`config.mk`:
```
export PLATFORM = sky130hd
export DESIGN_NAME = decimal_text_to_float32
export DESIGN_NICKNAME = d
export VERILOG_FILES = /design/src/rtl/core/dtf_pkg.sv /design/src/rtl/core/dtf_front.sv /design/src/rtl/core/dtf_cmd_queue.sv /design/src/rtl/core/dtf_fp_divider.sv /design/src/rtl/core/dtf_back.sv /design/src/rtl/core/decimal_text_to_float32.sv
export SDC_FILE = /design/constraint.sdc
export NUM_CORES = 1
export LEC_CHECK = 0
export ABC_AREA = 1
export BUFFER_PORTS_ARGS = -buffer_cell sky130_fd_sc_hd__buf_2
export CAP_MARGIN = 30
export CELL_PAD_IN_SITES_DETAIL_PLACEMENT = 0
export CELL_PAD_IN_SITES_GLOBAL_PLACEMENT = 1
export CORE_ASPECT_RATIO = 2
export CORE_MARGIN = 3
export CORE_UTILIZATION = 51
export CTS_CLUSTER_DIAMETER = 40
export DETAILED_ROUTE_END_ITERATION = 10
export PLACE_DENSITY_LB_ADDON = 0.1
export SYNTH_ARGS = -nofsm -noshare
export SYNTH_HDL_FRONTEND = slang
export SYNTH_SLANG_ARGS = --single-unit
```
`constraint.sdc`:
```
create_clock -name clk -period 17.1 [get_ports clk]
set_clock_uncertainty 0.2 [all_clocks]
set_input_delay 0.855 -clock clk [delete_from_list [all_inputs] [get_ports clk]]
set_output_delay 0.855 -clock clk [all_outputs]
set_load 0.02 [all_outputs]
```
`src/rtl/core/dtf_pkg.sv`:
```
// shared types, constants and float helpers for the decimal text to float32 converter
// no dependencies; imported by every module of the block
`default_nettype none

package dtf_pkg;

    localparam int MAX_FRAC_DIGITS_DEFAULT = 19;
    localparam int DEN_COUNT = 19;
    localparam int POS_W = 5;

    typedef logic [POS_W-1:0] frac_pos_t;

    localparam logic [7:0] CH_NUL    = 8'h00;
    localparam logic [7:0] CH_LF     = 8'h0A;
    localparam logic [7:0] CH_CR     = 8'h0D;
    localparam logic [7:0] CH_SPACE  = 8'h20;
    localparam logic [7:0] CH_RPAREN = 8'h29;
    localparam logic [7:0] CH_MINUS  = 8'h2D;
    localparam logic [7:0] CH_POINT  = 8'h2E;
    localparam logic [7:0] CH_ZERO   = 8'h30;
    localparam logic [7:0] CH_NINE   = 8'h39;

    localparam logic [1:0] ST_SEP     = 2'd0;
    localparam logic [1:0] ST_EOI     = 2'd1;
    localparam logic [1:0] ST_BRACKET = 2'd2;
    localparam logic [1:0] ST_ERROR   = 2'd3;

    localparam logic [31:0] FP_POS_INF = 32'h7F80_0000;
    localparam logic [31:0] FP_ZERO    = 32'h0000_0000;

    typedef struct packed {
        logic [7:0] source_char;
        logic       starts_token;
        logic       inside_brackets;
    } dtf_in_t;

    typedef struct packed {
        logic [7:0] out_byte;
        logic [1:0] end_status;
        logic       last_of_run;
    } dtf_out_t;

    typedef enum logic [2:0] {
        OP_LOAD,
        OP_INT,
        OP_FRAC,
        OP_EMIT,
        OP_ERROR
    } dtf_op_t;

    typedef struct packed {
        dtf_op_t    op;
        logic [3:0] digit;
        frac_pos_t  pos;
        logic [1:0] status;
        logic       neg;
    } dtf_cmd_t;

    typedef enum logic [1:0] {
        B_IDLE,
        B_ADD,
        B_DIV,
        B_EMIT
    } dtf_back_state_t;

    typedef enum logic [1:0] {
        DIV_IDLE,
        DIV_RUN,
        DIV_ROUND
    } dtf_div_state_t;

    typedef logic [31:0] den_table_t [0:DEN_COUNT-1];

    // round to nearest even and pack a positive value, overflow goes to infinity
    function automatic logic [31:0] fp_round(input logic [9:0] exp_in, input logic [23:0] mant,
                                             input logic guard, input logic sticky);
        logic [24:0] sum;
        logic [9:0]  e;
        logic [22:0] frac;
        sum = {1'b0, mant} + 25'(guard & (sticky | mant[0]));
        if (sum[24])
        begin
            e    = exp_in + 10'd1;
            frac = 23'd0;
        end
        else
        begin
            e    = exp_in;
            frac = sum[22:0];
        end
        if (e >= 10'd255)
            return FP_POS_INF;
        return {1'b0, e[7:0], frac};
    endfunction

    // elaboration only: integer to single with nearest-even rounding
    function automatic logic [31:0] u64_to_float(input logic [63:0] v);
        int          lp;
        int          sh;
        logic [23:0] mant;
        logic        g;
        logic        st;
        lp = 0;
        for (int i = 0; i < 64; i++)
            if (v[i])
                lp = i;
        if (v == 64'd0)
            return FP_ZERO;
        if (lp <= 23)
        begin
            mant = 24'(v << (23 - lp));
            return fp_round(10'(127 + lp), mant, 1'b0, 1'b0);
        end
        sh   = lp - 23;
        mant = 24'(v >> sh);
        g    = v[sh-1];
        st   = (v & ((64'd1 << (sh - 1)) - 64'd1)) != 64'd0;
        return fp_round(10'(127 + lp), mant, g, st);
    endfunction

    function automatic den_table_t build_den_table();
        den_table_t  t;
        logic [63:0] p;
        p = 64'd1;
        for (int i = 0; i < DEN_COUNT; i++)
        begin
            p    = p * 64'd10;
            t[i] = u64_to_float(p);
        end
        return t;
    endfunction

    // single value of ten to the power index+1
    localparam den_table_t DEN_TABLE = build_den_table();

    function automatic logic [31:0] int_to_float(input logic [3:0] d);
        logic [1:0]  p;
        logic [23:0] mant;
        if (d[3])
            p = 2'd3;
        else if (d[2])
            p = 2'd2;
        else if (d[1])
            p = 2'd1;
        else
            p = 2'd0;
        mant = {d, 20'd0} << (2'd3 - p);
        if (d == 4'd0)
            return FP_ZERO;
        return {1'b0, 8'(8'd127 + 8'(p)), mant[22:0]};
    endfunction

    // times ten for zero, normal or infinite positive values
    function automatic logic [31:0] fp_mul10(input logic [31:0] a);
        logic [23:0] m;
        logic [27:0] prod;
        if (a[30:23] == 8'hFF)
            return FP_POS_INF;
        if (a[30:23] == 8'h00)
            return FP_ZERO;
        m    = {1'b1, a[22:0]};
        prod = {1'b0, m, 3'b000} + {3'b000, m, 1'b0};
        if (prod[27])
            return fp_round(10'(a[30:23]) + 10'd4, prod[27:4], prod[3], |prod[2:0]);
        return fp_round(10'(a[30:23]) + 10'd3, prod[26:3], prod[2], |prod[1:0]);
    endfunction

    // sum of two positive values (zero, normal or infinity)
    function automatic logic [31:0] fp_add(input logic [31:0] a, input logic [31:0] b);
        logic [31:0] x;
        logic [31:0] y;
        logic [7:0]  diff;
        logic [26:0] mx;
        logic [26:0] my;
        logic [26:0] ya;
        logic        st;
        logic [27:0] sum;
        if (a[30:23] == 8'hFF || b[30:23] == 8'hFF)
            return FP_POS_INF;
        if (a[30:23] == 8'h00)
            return b;
        if (b[30:23] == 8'h00)
            return a;
        if (b[30:23] > a[30:23])
        begin
            x = b;
            y = a;
        end
        else
        begin
            x = a;
            y = b;
        end
        diff = x[30:23] - y[30:23];
        mx   = {1'b1, x[22:0], 3'b000};
        my   = {1'b1, y[22:0], 3'b000};
        if (diff >= 8'd27)
        begin
            ya = 27'd0;
            st = 1'b1;
        end
        else
        begin
            ya = my >> diff;
            st = (my & ((27'd1 << diff) - 27'd1)) != 27'd0;
        end
        ya[0] = ya[0] | st;
        sum   = {1'b0, mx} + {1'b0, ya};
        if (sum[27])
            return fp_round(10'(x[30:23]) + 10'd1, sum[27:4], sum[3], |sum[2:0]);
        return fp_round(10'(x[30:23]), sum[26:3], sum[2], |sum[1:0]);
    endfunction

endpackage

`default_nettype wire

```
`src/rtl/core/dtf_front.sv`:
```
// front end: takes characters, tracks token state and turns them into back end commands
// depends on dtf_pkg
`default_nettype none

module dtf_front #(
    parameter int MAX_FRACTION_DIGITS = dtf_pkg::MAX_FRAC_DIGITS_DEFAULT
) (
    input  wire                clk,
    input  wire                rst_n,
    input  wire                char_valid,
    output logic               char_ready,
    input  dtf_pkg::dtf_in_t   char_data,
    output logic               push,
    output dtf_pkg::dtf_cmd_t  push_cmd,
    input  wire                q_full
);
    import dtf_pkg::*;

    logic      active_reg, active_next;
    logic      frac_reg, frac_next;
    logic      neg_reg, neg_next;
    frac_pos_t pos_reg, pos_next;

    logic       accept;
    logic [7:0] c;
    logic       is_digit;
    logic [3:0] digit;

    assign char_ready = !q_full;
    assign accept     = char_valid && char_ready;
    assign c          = char_data.source_char;
    assign is_digit   = (c >= CH_ZERO) && (c <= CH_NINE);
    assign digit      = 4'(c - CH_ZERO);

    always_comb
    begin
        active_next = active_reg;
        frac_next   = frac_reg;
        neg_next    = neg_reg;
        pos_next    = pos_reg;
        push        = 1'b0;
        push_cmd    = '{op: OP_LOAD, digit: digit, pos: pos_reg, status: ST_SEP, neg: neg_reg};
        if (accept)
        begin
            priority if (char_data.starts_token)
            begin
                frac_next = 1'b0;
                pos_next  = frac_pos_t'(1);
                push      = 1'b1;
                if (c == CH_MINUS || is_digit)
                begin
                    active_next    = 1'b1;
                    neg_next       = (c == CH_MINUS);
                    push_cmd.digit = (c == CH_MINUS) ? 4'd0 : digit;
                end
                else
                begin
                    active_next     = 1'b0;
                    neg_next        = 1'b0;
                    push_cmd.op     = OP_ERROR;
                    push_cmd.status = ST_ERROR;
                end
            end
            else if (!active_reg)
            begin
                // nothing in progress, character dropped
            end
            else if (is_digit)
            begin
                if (!frac_reg)
                begin
                    push        = 1'b1;
                    push_cmd.op = OP_INT;
                end
                else if (pos_reg <= POS_W'(MAX_FRACTION_DIGITS))
                begin
                    push        = 1'b1;
                    push_cmd.op = OP_FRAC;
                    pos_next    = pos_reg + frac_pos_t'(1);
                end
            end
            else if (c == CH_POINT && !frac_reg)
            begin
                frac_next = 1'b1;
            end
            else
            begin
                push        = 1'b1;
                active_next = 1'b0;
                frac_next   = 1'b0;
                neg_next    = 1'b0;
                pos_next    = frac_pos_t'(1);
                push_cmd.op = OP_EMIT;
                if (c == CH_SPACE || c == CH_LF || c == CH_CR)
                    push_cmd.status = ST_SEP;
                else if (c == CH_RPAREN && char_data.inside_brackets)
                    push_cmd.status = ST_BRACKET;
                else if (c == CH_NUL)
                    push_cmd.status = ST_EOI;
                else
                begin
                    push_cmd.op     = OP_ERROR;
                    push_cmd.status = ST_ERROR;
                end
            end
        end
    end

    always_ff @(posedge clk or negedge rst_n)
    begin
        if (!rst_n)
        begin
            active_reg <= 1'b0;
            frac_reg   <= 1'b0;
            neg_reg    <= 1'b0;
            pos_reg    <= frac_pos_t'(1);
        end
        else
        begin
            active_reg <= active_next;
            frac_reg   <= frac_next;
            neg_reg    <= neg_next;
            pos_reg    <= pos_next;
        end
    end

endmodule

`default_nettype wire

```
`src/rtl/core/dtf_cmd_queue.sv`:
```
// two-slot command queue between front and back end
// depends on dtf_pkg
`default_nettype none

module dtf_cmd_queue (
    input  wire                clk,
    input  wire                rst_n,
    input  wire                push,
    input  dtf_pkg::dtf_cmd_t  push_cmd,
    output logic               full,
    input  wire                pop,
    output logic               q_valid,
    output dtf_pkg::dtf_cmd_t  q_cmd
);
    import dtf_pkg::*;

    dtf_cmd_t   slot_reg [0:1];
    logic       wr_ptr_reg, wr_ptr_next;
    logic       rd_ptr_reg, rd_ptr_next;
    logic [1:0] count_reg, count_next;

    assign full    = (count_reg == 2'd2);
    assign q_valid = (count_reg != 2'd0);
    assign q_cmd   = slot_reg[rd_ptr_reg];

    always_comb
    begin
        wr_ptr_next = wr_ptr_reg ^ push;
        rd_ptr_next = rd_ptr_reg ^ pop;
        count_next  = count_reg + 2'(push) - 2'(pop);
    end

    always_ff @(posedge clk)
    begin
        if (push)
            slot_reg[wr_ptr_reg] <= push_cmd;
    end

    always_ff @(posedge clk or negedge rst_n)
    begin
        if (!rst_n)
        begin
            wr_ptr_reg <= 1'b0;
            rd_ptr_reg <= 1'b0;
            count_reg  <= 2'd0;
        end
        else
        begin
            wr_ptr_reg <= wr_ptr_next;
            rd_ptr_reg <= rd_ptr_next;
            count_reg  <= count_next;
        end
    end

endmodule

`default_nettype wire

```
`src/rtl/core/dtf_fp_divider.sv`:
```
// radix-2 restoring divider: small digit over a power-of-ten single, rounded to single
// depends on dtf_pkg
`default_nettype none

module dtf_fp_divider (
    input  wire         clk,
    input  wire         rst_n,
    input  wire         start,
    input  wire [3:0]   digit,
    input  wire [31:0]  den,
    output logic        done,
    output logic [31:0] quot
);
    import dtf_pkg::*;

    localparam int QUO_BITS = 31;
    localparam int CNT_W    = $clog2(QUO_BITS);

    dtf_div_state_t      state_reg, state_next;
    logic [CNT_W-1:0]    cnt_reg, cnt_next;
    logic [23:0]         rem_reg, rem_next;
    logic [QUO_BITS-1:0] quo_reg, quo_next;
    logic [23:0]         dm_reg, dm_next;
    logic [7:0]          de_reg, de_next;

    logic [24:0] r2;
    logic        ge;

    logic [23:0] n_mant;
    logic        n_guard;
    logic        n_sticky;
    logic [9:0]  n_lead;

    assign r2 = {rem_reg, 1'b0};
    assign ge = (r2 >= {1'b0, dm_reg});

    // next state
    always_comb
    begin
        state_next = state_reg;
        unique case (state_reg)
            DIV_IDLE:  if (start) state_next = DIV_RUN;
            DIV_RUN:   if (cnt_reg == CNT_W'(QUO_BITS - 1)) state_next = DIV_ROUND;
            DIV_ROUND: state_next = DIV_IDLE;
            default:   state_next = DIV_IDLE;
        endcase
    end

    // datapath
    always_comb
    begin
        cnt_next = cnt_reg;
        rem_next = rem_reg;
        quo_next = quo_reg;
        dm_next  = dm_reg;
        de_next  = de_reg;
        unique case (state_reg)
            DIV_IDLE:
            begin
                if (start)
                begin
                    cnt_next = '0;
                    rem_next = {1'b0, digit, 19'd0};
                    quo_next = '0;
                    dm_next  = {1'b1, den[22:0]};
                    de_next  = den[30:23];
                end
            end
            DIV_RUN:
            begin
                cnt_next = cnt_reg + CNT_W'(1);
                rem_next = ge ? 24'(r2 - {1'b0, dm_reg}) : r2[23:0];
                quo_next = {quo_reg[QUO_BITS-2:0], ge};
            end
            default:
            begin
            end
        endcase
    end

    // normalise: leading one sits in the top five quotient bits
    always_comb
    begin
        priority if (quo_reg[30])
        begin
            n_mant = quo_reg[30:7]; n_guard = quo_reg[6]; n_sticky = |quo_reg[5:0]; n_lead = 10'd30;
        end
        else if (quo_reg[29])
        begin
            n_mant = quo_reg[29:6]; n_guard = quo_reg[5]; n_sticky = |quo_reg[4:0]; n_lead = 10'd29;
        end
        else if (quo_reg[28])
        begin
            n_mant = quo_reg[28:5]; n_guard = quo_reg[4]; n_sticky = |quo_reg[3:0]; n_lead = 10'd28;
        end
        else if (quo_reg[27])
        begin
            n_mant = quo_reg[27:4]; n_guard = quo_reg[3]; n_sticky = |quo_reg[2:0]; n_lead = 10'd27;
        end
        else
        begin
            n_mant = quo_reg[26:3]; n_guard = quo_reg[2]; n_sticky = |quo_reg[1:0]; n_lead = 10'd26;
        end
    end

    // outputs
    always_comb
    begin
        done = (state_reg == DIV_ROUND);
        quot = fp_round(n_lead - {2'b00, de_reg} + 10'd227, n_mant, n_guard,
                        n_sticky | (rem_reg != 24'd0));
    end

    always_ff @(posedge clk or negedge rst_n)
    begin
        if (!rst_n)
            state_reg <= DIV_IDLE;
        else
            state_reg <= state_next;
    end

    always_ff @(posedge clk)
    begin
        cnt_reg <= cnt_next;
        rem_reg <= rem_next;
        quo_reg <= quo_next;
        dm_reg  <= dm_next;
        de_reg  <= de_next;
    end

endmodule

`default_nettype wire

```
`src/rtl/core/dtf_back.sv`:
```
// back end: float accumulator, digit arithmetic and result beat sequencing
// depends on dtf_pkg and dtf_fp_divider
`default_nettype none

module dtf_back (
    input  wire                clk,
    input  wire                rst_n,
    input  wire                q_valid,
    input  dtf_pkg::dtf_cmd_t  q_cmd,
    output logic               pop,
    input  wire [7:0]          number_type_tag,
    output logic               res_valid,
    input  wire                res_ready,
    output dtf_pkg::dtf_out_t  res_data
);
    import dtf_pkg::*;

    localparam logic [2:0] BEAT_LAST = 3'd4;

    dtf_back_state_t state_reg, state_next;
    logic [31:0] acc_reg, acc_next;
    logic [31:0] opa_reg, opa_next;
    logic [31:0] opb_reg, opb_next;
    logic [2:0]  beat_reg, beat_next;
    logic        err_reg, err_next;
    logic        neg_reg, neg_next;
    logic [1:0]  status_reg, status_next;
    logic        res_valid_reg, res_valid_next;
    dtf_out_t    res_data_reg, res_data_next;

    logic        slot_free;
    logic        div_start;
    logic        div_done;
    logic [31:0] div_quot;
    logic [31:0] den;
    logic [31:0] bits;
    logic [4:0]  den_idx;

    assign slot_free = !res_valid_reg || res_ready;
    assign pop       = (state_reg == B_IDLE) && q_valid;
    assign den_idx   = 5'(q_cmd.pos - frac_pos_t'(1));
    assign den       = DEN_TABLE[den_idx];
    assign bits      = acc_reg ^ {neg_reg, 31'd0};
    assign res_valid = res_valid_reg;
    assign res_data  = res_data_reg;

    dtf_fp_divider u_div (
        .clk   (clk),
        .rst_n (rst_n),
        .start (div_start),
        .digit (q_cmd.digit),
        .den   (den),
        .done  (div_done),
        .quot  (div_quot)
    );

    // next state
    always_comb
    begin
        state_next = state_reg;
        unique case (state_reg)
            B_IDLE:
            begin
                if (q_valid)
                begin
                    unique case (q_cmd.op)
                        OP_INT:   state_next = B_ADD;
                        OP_FRAC:  if (q_cmd.digit != 4'd0) state_next = B_DIV;
                        OP_EMIT:  state_next = B_EMIT;
                        OP_ERROR: state_next = B_EMIT;
                        default:  state_next = B_IDLE;
                    endcase
                end
            end
            B_DIV:   if (div_done) state_next = B_ADD;
            B_ADD:   state_next = B_IDLE;
            B_EMIT:  if (slot_free && (err_reg || beat_reg == BEAT_LAST)) state_next = B_IDLE;
            default: state_next = B_IDLE;
        endcase
    end

    // datapath and outputs
    always_comb
    begin
        acc_next       = acc_reg;
        opa_next       = opa_reg;
        opb_next       = opb_reg;
        beat_next      = beat_reg;
        err_next       = err_reg;
        neg_next       = neg_reg;
        status_next    = status_reg;
        res_valid_next = res_valid_reg && !res_ready;
        res_data_next  = res_data_reg;
        div_start      = 1'b0;
        unique case (state_reg)
            B_IDLE:
            begin
                if (q_valid)
                begin
                    unique case (q_cmd.op)
                        OP_LOAD: acc_next = int_to_float(q_cmd.digit);
                        OP_INT:
                        begin
                            opa_next = fp_mul10(acc_reg);
                            opb_next = int_to_float(q_cmd.digit);
                        end
                        OP_FRAC: div_start = (q_cmd.digit != 4'd0);
                        OP_EMIT, OP_ERROR:
                        begin
                            err_next    = (q_cmd.op == OP_ERROR);
                            neg_next    = q_cmd.neg;
                            status_next = q_cmd.status;
                            beat_next   = 3'd0;
                        end
                        default:
                        begin
                        end
                    endcase
                end
            end
            B_DIV:
            begin
                if (div_done)
                begin
                    opa_next = acc_reg;
                    opb_next = div_quot;
                end
            end
            B_ADD: acc_next = fp_add(opa_reg, opb_reg);
            B_EMIT:
            begin
                if (slot_free)
                begin
                    res_valid_next           = 1'b1;
                    res_data_next.end_status = status_reg;
                    beat_next                = beat_reg + 3'd1;
                    if (err_reg)
                    begin
                        res_data_next.out_byte    = 8'd0;
                        res_data_next.last_of_run = 1'b1;
                    end
                    else
                    begin
                        res_data_next.last_of_run = (beat_reg == BEAT_LAST);
                        unique case (beat_reg)
                            3'd0:    res_data_next.out_byte = number_type_tag;
                            3'd1:    res_data_next.out_byte = bits[7:0];
                            3'd2:    res_data_next.out_byte = bits[15:8];
                            3'd3:    res_data_next.out_byte = bits[23:16];
                            default: res_data_next.out_byte = bits[31:24];
                        endcase
                    end
                end
            end
            default:
            begin
            end
        endcase
    end

    always_ff @(posedge clk or negedge rst_n)
    begin
        if (!rst_n)
        begin
            state_reg     <= B_IDLE;
            acc_reg       <= FP_ZERO;
            beat_reg      <= 3'd0;
            err_reg       <= 1'b0;
            res_valid_reg <= 1'b0;
        end
        else
        begin
            state_reg     <= state_next;
            acc_reg       <= acc_next;
            beat_reg      <= beat_next;
            err_reg       <= err_next;
            res_valid_reg <= res_valid_next;
        end
    end

    always_ff @(posedge clk)
    begin
        opa_reg      <= opa_next;
        opb_reg      <= opb_next;
        neg_reg      <= neg_next;
        status_reg   <= status_next;
        res_data_reg <= res_data_next;
    end

`ifndef ASSERT_OFF
    a_done_in_div: assert property (@(posedge clk) disable iff (!rst_n)
        div_done |-> state_reg == B_DIV)
        else $error("divider finished while back end was not waiting");

    a_error_beat: assert property (@(posedge clk) disable iff (!rst_n)
        res_valid_reg && res_data_reg.end_status == ST_ERROR
            |-> res_data_reg.last_of_run && res_data_reg.out_byte == 8'd0)
        else $error("error beat is not a single zero beat");

    a_beat_range: assert property (@(posedge clk) disable iff (!rst_n)
        state_reg == B_EMIT |-> beat_reg <= BEAT_LAST)
        else $error("beat counter ran past the last float byte");
`endif

endmodule

`default_nettype wire

```
`src/rtl/core/decimal_text_to_float32.sv`:
```
// top level of the decimal text to single precision converter
// depends on dtf_pkg, dtf_front, dtf_cmd_queue, dtf_back
`default_nettype none

// Converts number tokens, one source character per beat, into IEEE single values.
// Integer digits are folded in with a rounded multiply by ten and a rounded add; each
// fraction digit adds digit / float(10^k). A front end takes a character every cycle
// while its two-slot command queue has room, tracks sign, point and fraction position,
// and drops characters outside a token. The back end works through the commands: a
// start digit loads the accumulator, an integer digit is multiplied by ten and then
// added, a nonzero fraction digit runs the radix-2 divider (start, 31 quotient steps,
// one rounding step) and then adds the quotient, and a zero fraction digit adds nothing.
// A terminator produces five beats (type tag, then the float bytes least significant
// first) and a bad character one zero beat with error status; the output register lets
// the next characters queue up while a beat waits. The tag register is written through
// cfg_we and cfg_data, by the user only while the block is idle; this is not enforced.
module decimal_text_to_float32 #(
    parameter int MAX_FRACTION_DIGITS = dtf_pkg::MAX_FRAC_DIGITS_DEFAULT
) (
    input  wire                clk,
    input  wire                rst_n,
    input  wire                char_valid,
    output logic               char_ready,
    input  dtf_pkg::dtf_in_t   char_data,
    output logic               res_valid,
    input  wire                res_ready,
    output dtf_pkg::dtf_out_t  res_data,
    input  wire                cfg_we,
    input  wire [7:0]          cfg_data
);
    import dtf_pkg::*;

    // number type tag, first beat of every number
    logic [7:0] tag_reg, tag_next;

    logic     push;
    dtf_cmd_t push_cmd;
    logic     q_full;
    logic     q_valid;
    dtf_cmd_t q_cmd;
    logic     pop;

    assign tag_next = cfg_we ? cfg_data : tag_reg;

    always_ff @(posedge clk or negedge rst_n)
    begin
        if (!rst_n)
            tag_reg <= 8'd0;
        else
            tag_reg <= tag_next;
    end

    // character classification and token tracking
    dtf_front #(
        .MAX_FRACTION_DIGITS (MAX_FRACTION_DIGITS)
    ) u_front (
        .clk        (clk),
        .rst_n      (rst_n),
        .char_valid (char_valid),
        .char_ready (char_ready),
        .char_data  (char_data),
        .push       (push),
        .push_cmd   (push_cmd),
        .q_full     (q_full)
    );

    // decouples the per-character front from the back end arithmetic
    dtf_cmd_queue u_queue (
        .clk      (clk),
        .rst_n    (rst_n),
        .push     (push),
        .push_cmd (push_cmd),
        .full     (q_full),
        .pop      (pop),
        .q_valid  (q_valid),
        .q_cmd    (q_cmd)
    );

    // float arithmetic and result beats
    dtf_back u_back (
        .clk             (clk),
        .rst_n           (rst_n),
        .q_valid         (q_valid),
        .q_cmd           (q_cmd),
        .pop             (pop),
        .number_type_tag (tag_reg),
        .res_valid       (res_valid),
        .res_ready       (res_ready),
        .res_data        (res_data)
    );

endmodule

`default_nettype wire
```
Yosys cells after proc, flatten, opt, wreduce, memory -nomap -nowiden

Memory sizes are Yosys's and may differ from the RTL's. A register that Yosys moved wholly into a read port is not among the register bits.
Index checks and enable logic that the tools add are counted.

Bits in read-only memories: 1024
Register bits: 199
Memories: 2
RAM bits: 30

Memories:

| memory           | depth | width | rd ports | clocked after memory_dff | write ports | RTL line            | source |
|---|---|---|---|---|---|---|---|
| (name not given) | 32    | 32    | 1        | 1                        | 0           | dtf_back.sv:42      | `assign den = DEN_TABLE[den_idx];` |
| u_queue.slot_reg | 2     | 15    | 1        | 0                        | 1           | dtf_cmd_queue.sv:17 | `dtf_cmd_t slot_reg [0:1];` |

Bitwise operators: 17
Equal/unequal tests: 39
Muxes and demuxes: 255
Reduce and logical (&&, ||, !) cells: 57
$lt $le $gt $ge: 11
$add $sub $neg: 30
Shifts and indexed selects: 4

Operators with widths:

| cell                  | count |
|---|---|
| $mux 32               | 35 |
| $mux 31               | 11 |
| $mux 10               | 27 |
| $pmux 32 s2           | 3 |
| $mux 24               | 6 |
| $mux 27               | 5 |
| $mux 23               | 5 |
| $mux 1                | 105 |
| $add 24x25->25        | 4 |
| $and 1x25->25         | 4 |
| $pmux 31 s2           | 1 |
| $ge 10x8->1 const B   | 5 |
| $mux 2                | 24 |
| $pmux 24 s2           | 1 |
| $shl 24x2->23         | 2 |
| $mux 3                | 15 |
| $add 10x1->10 const B | 4 |
| $mux 5                | 7 |
| $eq 8x6->1 const B    | 4 |
| $logic_not 8->1       | 4 |
| $pmux 8 s4            | 1 |
| $xor 32x32->32        | 1 |
| $add 27x25->28        | 1 |
| $add 27x27->28        | 1 |
| other kinds (68)      | 137 |

Logic depth before layout (Yosys ltp)

Depth in word-level cells: 49
Depth in mapped cells: 67

Hierarchy

A second synthesis with hierarchy kept.

Cells, all modules: 3985
Area, all modules: 26176.4 µm²

By module, submodules not included:

| module                  | instances | area each (µm²) | sequential area each (µm²) | cells an instance |
|---|---|---|---|---|
| dtf_back                | 1         | 15818.9         | 3318.2                     | 2640 |
| dtf_fp_divider          | 1         | 7822.5          | 2782.7                     | 1073 |
| dtf_cmd_queue           | 1         | 1325.0          | 1001.0                     | 102 |
| dtf_front               | 1         | 904.6           | 201.4                      | 136 |
| decimal_text_to_float32 | 1         | 305.3           | 200.2                      | 34 |

Least setup slack after synthesis

No wires, ideal clock.

Path type: reg2reg
Start: reg u_back.opb_reg[26]
End: reg u_back.acc_reg[19]
Arrival time: 7.140 ns
Path slack: 9.643 ns
Setup time: 0.117 ns
Cell stages (with the launch flop): 54
Cell sequence: edfxtp_1 > ha_1 > nand2_1 > clkinv_2 > nand2_1 > nand2_1 > nand2_2 > nand2_4 > nand3_1 > nand3_2 > ha_1 > inv_1 > clkbuf_1 > buf_1 > clkbuf_1 > o21ai_0 > or2_2 > o21ai_0 > [... 18 more ...] > nor2_1 > nand2_1 > nor2_1 > nand3_1 > nor2_4 > buf_6 > nor2_1 > a21oi_2 > nand2_1 > nor2_2 > nand3_4 > nand3_4 > buf_6 > nor2_1 > o21ai_1 > nand2_1 > nand2_1 > nand2_1

Cells in the longest elaborated chain, start to end: 42
Elaborated cells between the ends (all ways): 91

Ends and longest elaborated chain:

| item                     | RTL line        | source |
|---|---|---|
| start: declaration       | dtf_back.sv:23  | `logic [31:0] opb_reg, opb_next;` |
| start signal: assignment | dtf_back.sv:184 | `opb_reg <= opb_next;` |
| $gt 8x8->1               | dtf_pkg.sv:184  | `if (b[30:23] > a[30:23])` |
| $mux 31 (2 in series)    | dtf_pkg.sv:184  |  |
| $mux 31                  | dtf_pkg.sv:182  | `if (b[30:23] == 8'h00)` |
| $mux 31                  | dtf_pkg.sv:180  | `if (a[30:23] == 8'h00)` |
| $mux 31                  | dtf_back.sv:95  | `unique case (state_reg)` |
| $sub 8x8->8              | dtf_pkg.sv:194  | `diff = x[30:23] - y[30:23];` |
| $shl 1x8->27             | dtf_pkg.sv:205  | `st = (my & ((27'd1 << diff) - 27'd1)) != 27'd0;` |
| $sub 27x1->27            | dtf_pkg.sv:205  |  |
| [... 25 more ...]        | --              |  |
| $mux 1                   | dtf_back.sv:95  |  |
| $mux 32                  | dtf_pkg.sv:93   | `return {1'b0, e[7:0], frac};` |
| $mux 32                  | dtf_pkg.sv:209  | `if (sum[27])` |
| $mux 32                  | dtf_pkg.sv:211  | `return fp_round(10'(x[30:23]), sum[26:3], sum[2], \|sum[1:0]);` |
| $mux 32                  | dtf_pkg.sv:184  |  |
| $mux 32                  | dtf_pkg.sv:182  |  |
| $mux 32 *                | dtf_pkg.sv:180  |  |
| $pmux 32 s2 *            | dtf_back.sv:95  |  |
| end signal: assignment   | dtf_back.sv:174 | `acc_reg <= acc_next;` |
| end: declaration         | dtf_back.sv:21  | `logic [31:0] acc_reg, acc_next;` |

Mark *: on every way between the ends. The rest lies on a longest branch, timed or not. The select of a mux whose other input is x is not followed.
A chain may end at the register's enable or synchronous reset.

Final worst setup path

Start: reg u_back.opb_reg[28]
End: reg u_back.acc_reg[19]

Same word-level chain as after synthesis.

==> summary.md <==
| Metric | Value |
|---|---|
| All-Layer GR Usage | 0.3648 |
| Routability cong. | 1.072 |
| Post_cts resized | 0 |
| Sequential fraction of the synthesis area | 0.3038 |
| Slowest cell on the critical path | xnor2_1 |
| Starting density of the core | 0.5198 |
| Synthesized-area fraction occupied by adder cells | 0.06532 |
| CP Capture Type | flip-flop |
| Synth Register Bits | 257 |
| Main combinational cell family by area after synthesis | simple AND/OR/NAND/NOR gates |
| Mux cell area share after synthesis | 0.004051 |
| Gr busiest metal | met2 |
| Mapped Area | 0.02440 mm^2 |
| Final Cell Area | 0.02597 mm^2 |
| Routed Antenna Nets | 0 |
| First drt pass iteration count | 6 |
| Number of hold buffers added after cts | 0 |
| Post-synth top area share | 0.2412 |
| WL/cell | 22.29 um |
| Hold worst-path end | u_back.res_data[2] |
| Buf+Inv Stages, Crit Path | 8 |
| Utilization after layout | 0.5533 |
| Crit-path most repeated cell | nand2_1 |
| Async S/R FF share, synth | 0.2374 |
| Worst-margin pin slew | 0.9892 ns |
| Synth warn | 0 |
| # DRC | 0 |
| Slew Viols, Final | 0 |
| Synth Area in XOR/XNOR | 0.04979 |
| Synth top area cells | edfxtp_1, nand2_1, inv_1 |
| First-pass GRT wire length | 141.8 mm |
| I/O Pins | 36 |
| Crit path time final | 10.67 ns |
| FF/Latch Area | 0.007413 mm^2 |
| Fmax | 93.69 MHz |
| Placement Cell Area | 0.02519 mm^2 |
| EDFF count, synth | 196 |
| Fillers | 4670 |
| TritonCTS clock tree | yes |
| Final wirelength | 94.93 mm |
| Hold Crit Depth | 0 |
| Worst hold slack | 0.2374 ns |
| Cell depth of the worst flop-to-flop path | 51 |
| RSZ-0062 raised after global routing | no |
| Fin. Hold Viols | 0 |
| Area growth, synth to finish | 6.440% |
| HP Class | reg -> reg |
| Crit path DAT | 10.91 ns |
| Die area | 0.05067 mm^2 |
| Crit path max-delay family | simple AND/OR/NAND/NOR gates |
| Vias in the first global route | 25010 |
| Reg-to-Reg End | u_back.acc_reg[19] |
| Number of max-cap violations | 0 |
| Clock transition at path regs | 0.07 ns |
| Layout cell share with drive strength beyond 1 | 0.05401 |
| Final setup TNS | 0 ns |
| Syn Nets | 3786 |
| Post-synth top area cell | edfxtp_1 |
| Syn Area/Cell | 6.708 um^2 |
| HP Start | u_back.status_reg[1] |
| Post-Synthesis Cells | 3638 |
| Core Rows | 112 |
| Core ar. | 0.04695 mm^2 |
| Pin count of the biggest net entering global routing | 71 |
| Yosys cell types | 76 |
| CTS Sinks | 257 |
| Critical path's largest stage delay | 0.56 ns |
| Initial antenna violation count | 3 |
| GRT overflow | 0 |
| Met1 Usage GRT | 0.3174 |
| Die height | 315.3 um |
| Post-CTS setup buffers | 0 |
| Post-synthesis compound-gate area fraction | 0.1543 |
| Status | completed |
| Nets | 3760 |
| Final HPWL DP | 76.55 mm |
| Most frequent cells in the layout | nand2_1, inv_1, nor2_1 |
| Via count | 25340 |
| Deepest clock path buffer count | 3 |
| M3 GR Usage | 0.06044 |
| DRT iter0 DRCs | 1915 |
| Die width | 160.7 um |
| Final period util | 0.6242 |
| CP Depth | 51 |
| Vias/cell | 5.949 |
| FF-to-FF setup slack | 6.43 ns |
| Final setup violation count | 0 |
| Worst-Skew Late Latency | 0.55 ns |
| H-tree Lvls | 1 |
| Post-synthesis simple-gate area fraction | 0.3264 |
| Buffers on Ports | 35 |
| CP Max Fanout | 70 |
| Total CTS buffers | 23 |
| Worst setup path class | reg -> reg |
| Root Driver | clkbuf_16 |
| Dominant synthesized flop cell | edfxtp_1 |
| Startpoint types | flip-flop |
| Area of the multi-input gates | 0.01467 mm^2 |
| RR Startpoint | u_back.opb_reg[28] |
| Slew HR | 0.3405 |
| Most common cell after layout, fill and taps aside | nand2_1 |
| Critical Path RT | 17.34 ns |
| Met2 Usage GRT | 0.6856 |
-- area by class of cell --
cell class,instances,share of cell area
multi-input cells,2769,0.5646
clock inverters,16,0.007226
diodes,3,0.0002890
well taps,627,0.03020
repair buffers,63,0.01763
flip-flops and latches,257,0.2854
inverters,498,0.07202
clock buffers,26,0.02259
-- synth_stat cells, drive strengths merged (5+ instances only) --
cell type and number:
a211oi 11, a21boi 5, a21oi 253, a221oi 23, a22oi 6, a31oi 15
buf 33, clkbuf 81, clkinv 11, dfrtp 60, edfxtp 196, ha 121
inv 487, mux2 7, nand2 946, nand3 279, nand3b 19, nand4 77
nor2 396, nor3 56, nor3b 6, nor4 24, o211ai 9, o21a 6
o21ai 260, o21bai 6, o221ai 6, o22ai 41, or2 21, xnor2 43
xor2 94
-- how the worst max path moves through the flow --
stage	from	to	slack (ns)
2_1_floorplan	u_back.opb_reg[26]	u_back.acc_reg[19]	9.64
3_3_place_gp	u_back.opb_reg[26]	u_back.acc_reg[19]	6.95
3_5_place_dp	u_back.opb_reg[26]	u_back.acc_reg[19]	6.95
4_1_cts	u_back.opb_reg[26]	u_back.acc_reg[19]	6.92
5_1_grt	u_back.opa_reg[26]	u_back.acc_reg[19]	5.61
6_report	u_back.opb_reg[28]	u_back.acc_reg[19]	6.43
-- cells by family (layout without fill, tap and decap cells) --
| kind of cell | after synthesis | count (layout) |
|---|---|---|
| buffers and inverters | 612 | 603 |
| adders and majority gates | 125 | 125 |
| other | 0 | 3 |
| muxes | 9 | 9 |
| DFF | 257 | 257 |
| AOI/OAI and AO/OA | 670 | 670 |
| xor gates and xnor gates | 137 | 137 |
| and+or+nand+nor | 1828 | 1828 |
-- layer usage --
metal	vias up	wire length, um
li1	12090	-
met2	1054	49290
met3	449	5042
met5	-	17
met4	2	11410
met1	11740	29170
-- worst reg2reg max path: cells and delay by family (launching register included) --
| family | cells | cell delay, ns |
|---|---|---|
| compound gates | 6 | 1.57 |
| simple gates | 33 | 5.05 |
| flops | 1 | 0.49 |
| buf+inv | 8 | 1.58 |
| xor+xnor | 1 | 0.56 |
| fa+ha+maj | 3 | 1.11 |
-- through the flow --
stage	instances	setup WS (ns)
floorplan	3638	9.643
global placement	4208	6.950
detailed placement	4214	6.949
CTS	4256	6.918
global route	4256	5.612
finish	4259	6.427
Power is left out: the tool's default activity adds up to more than one toggle a clock period on the data nets, which glitch-free logic cannot reach.
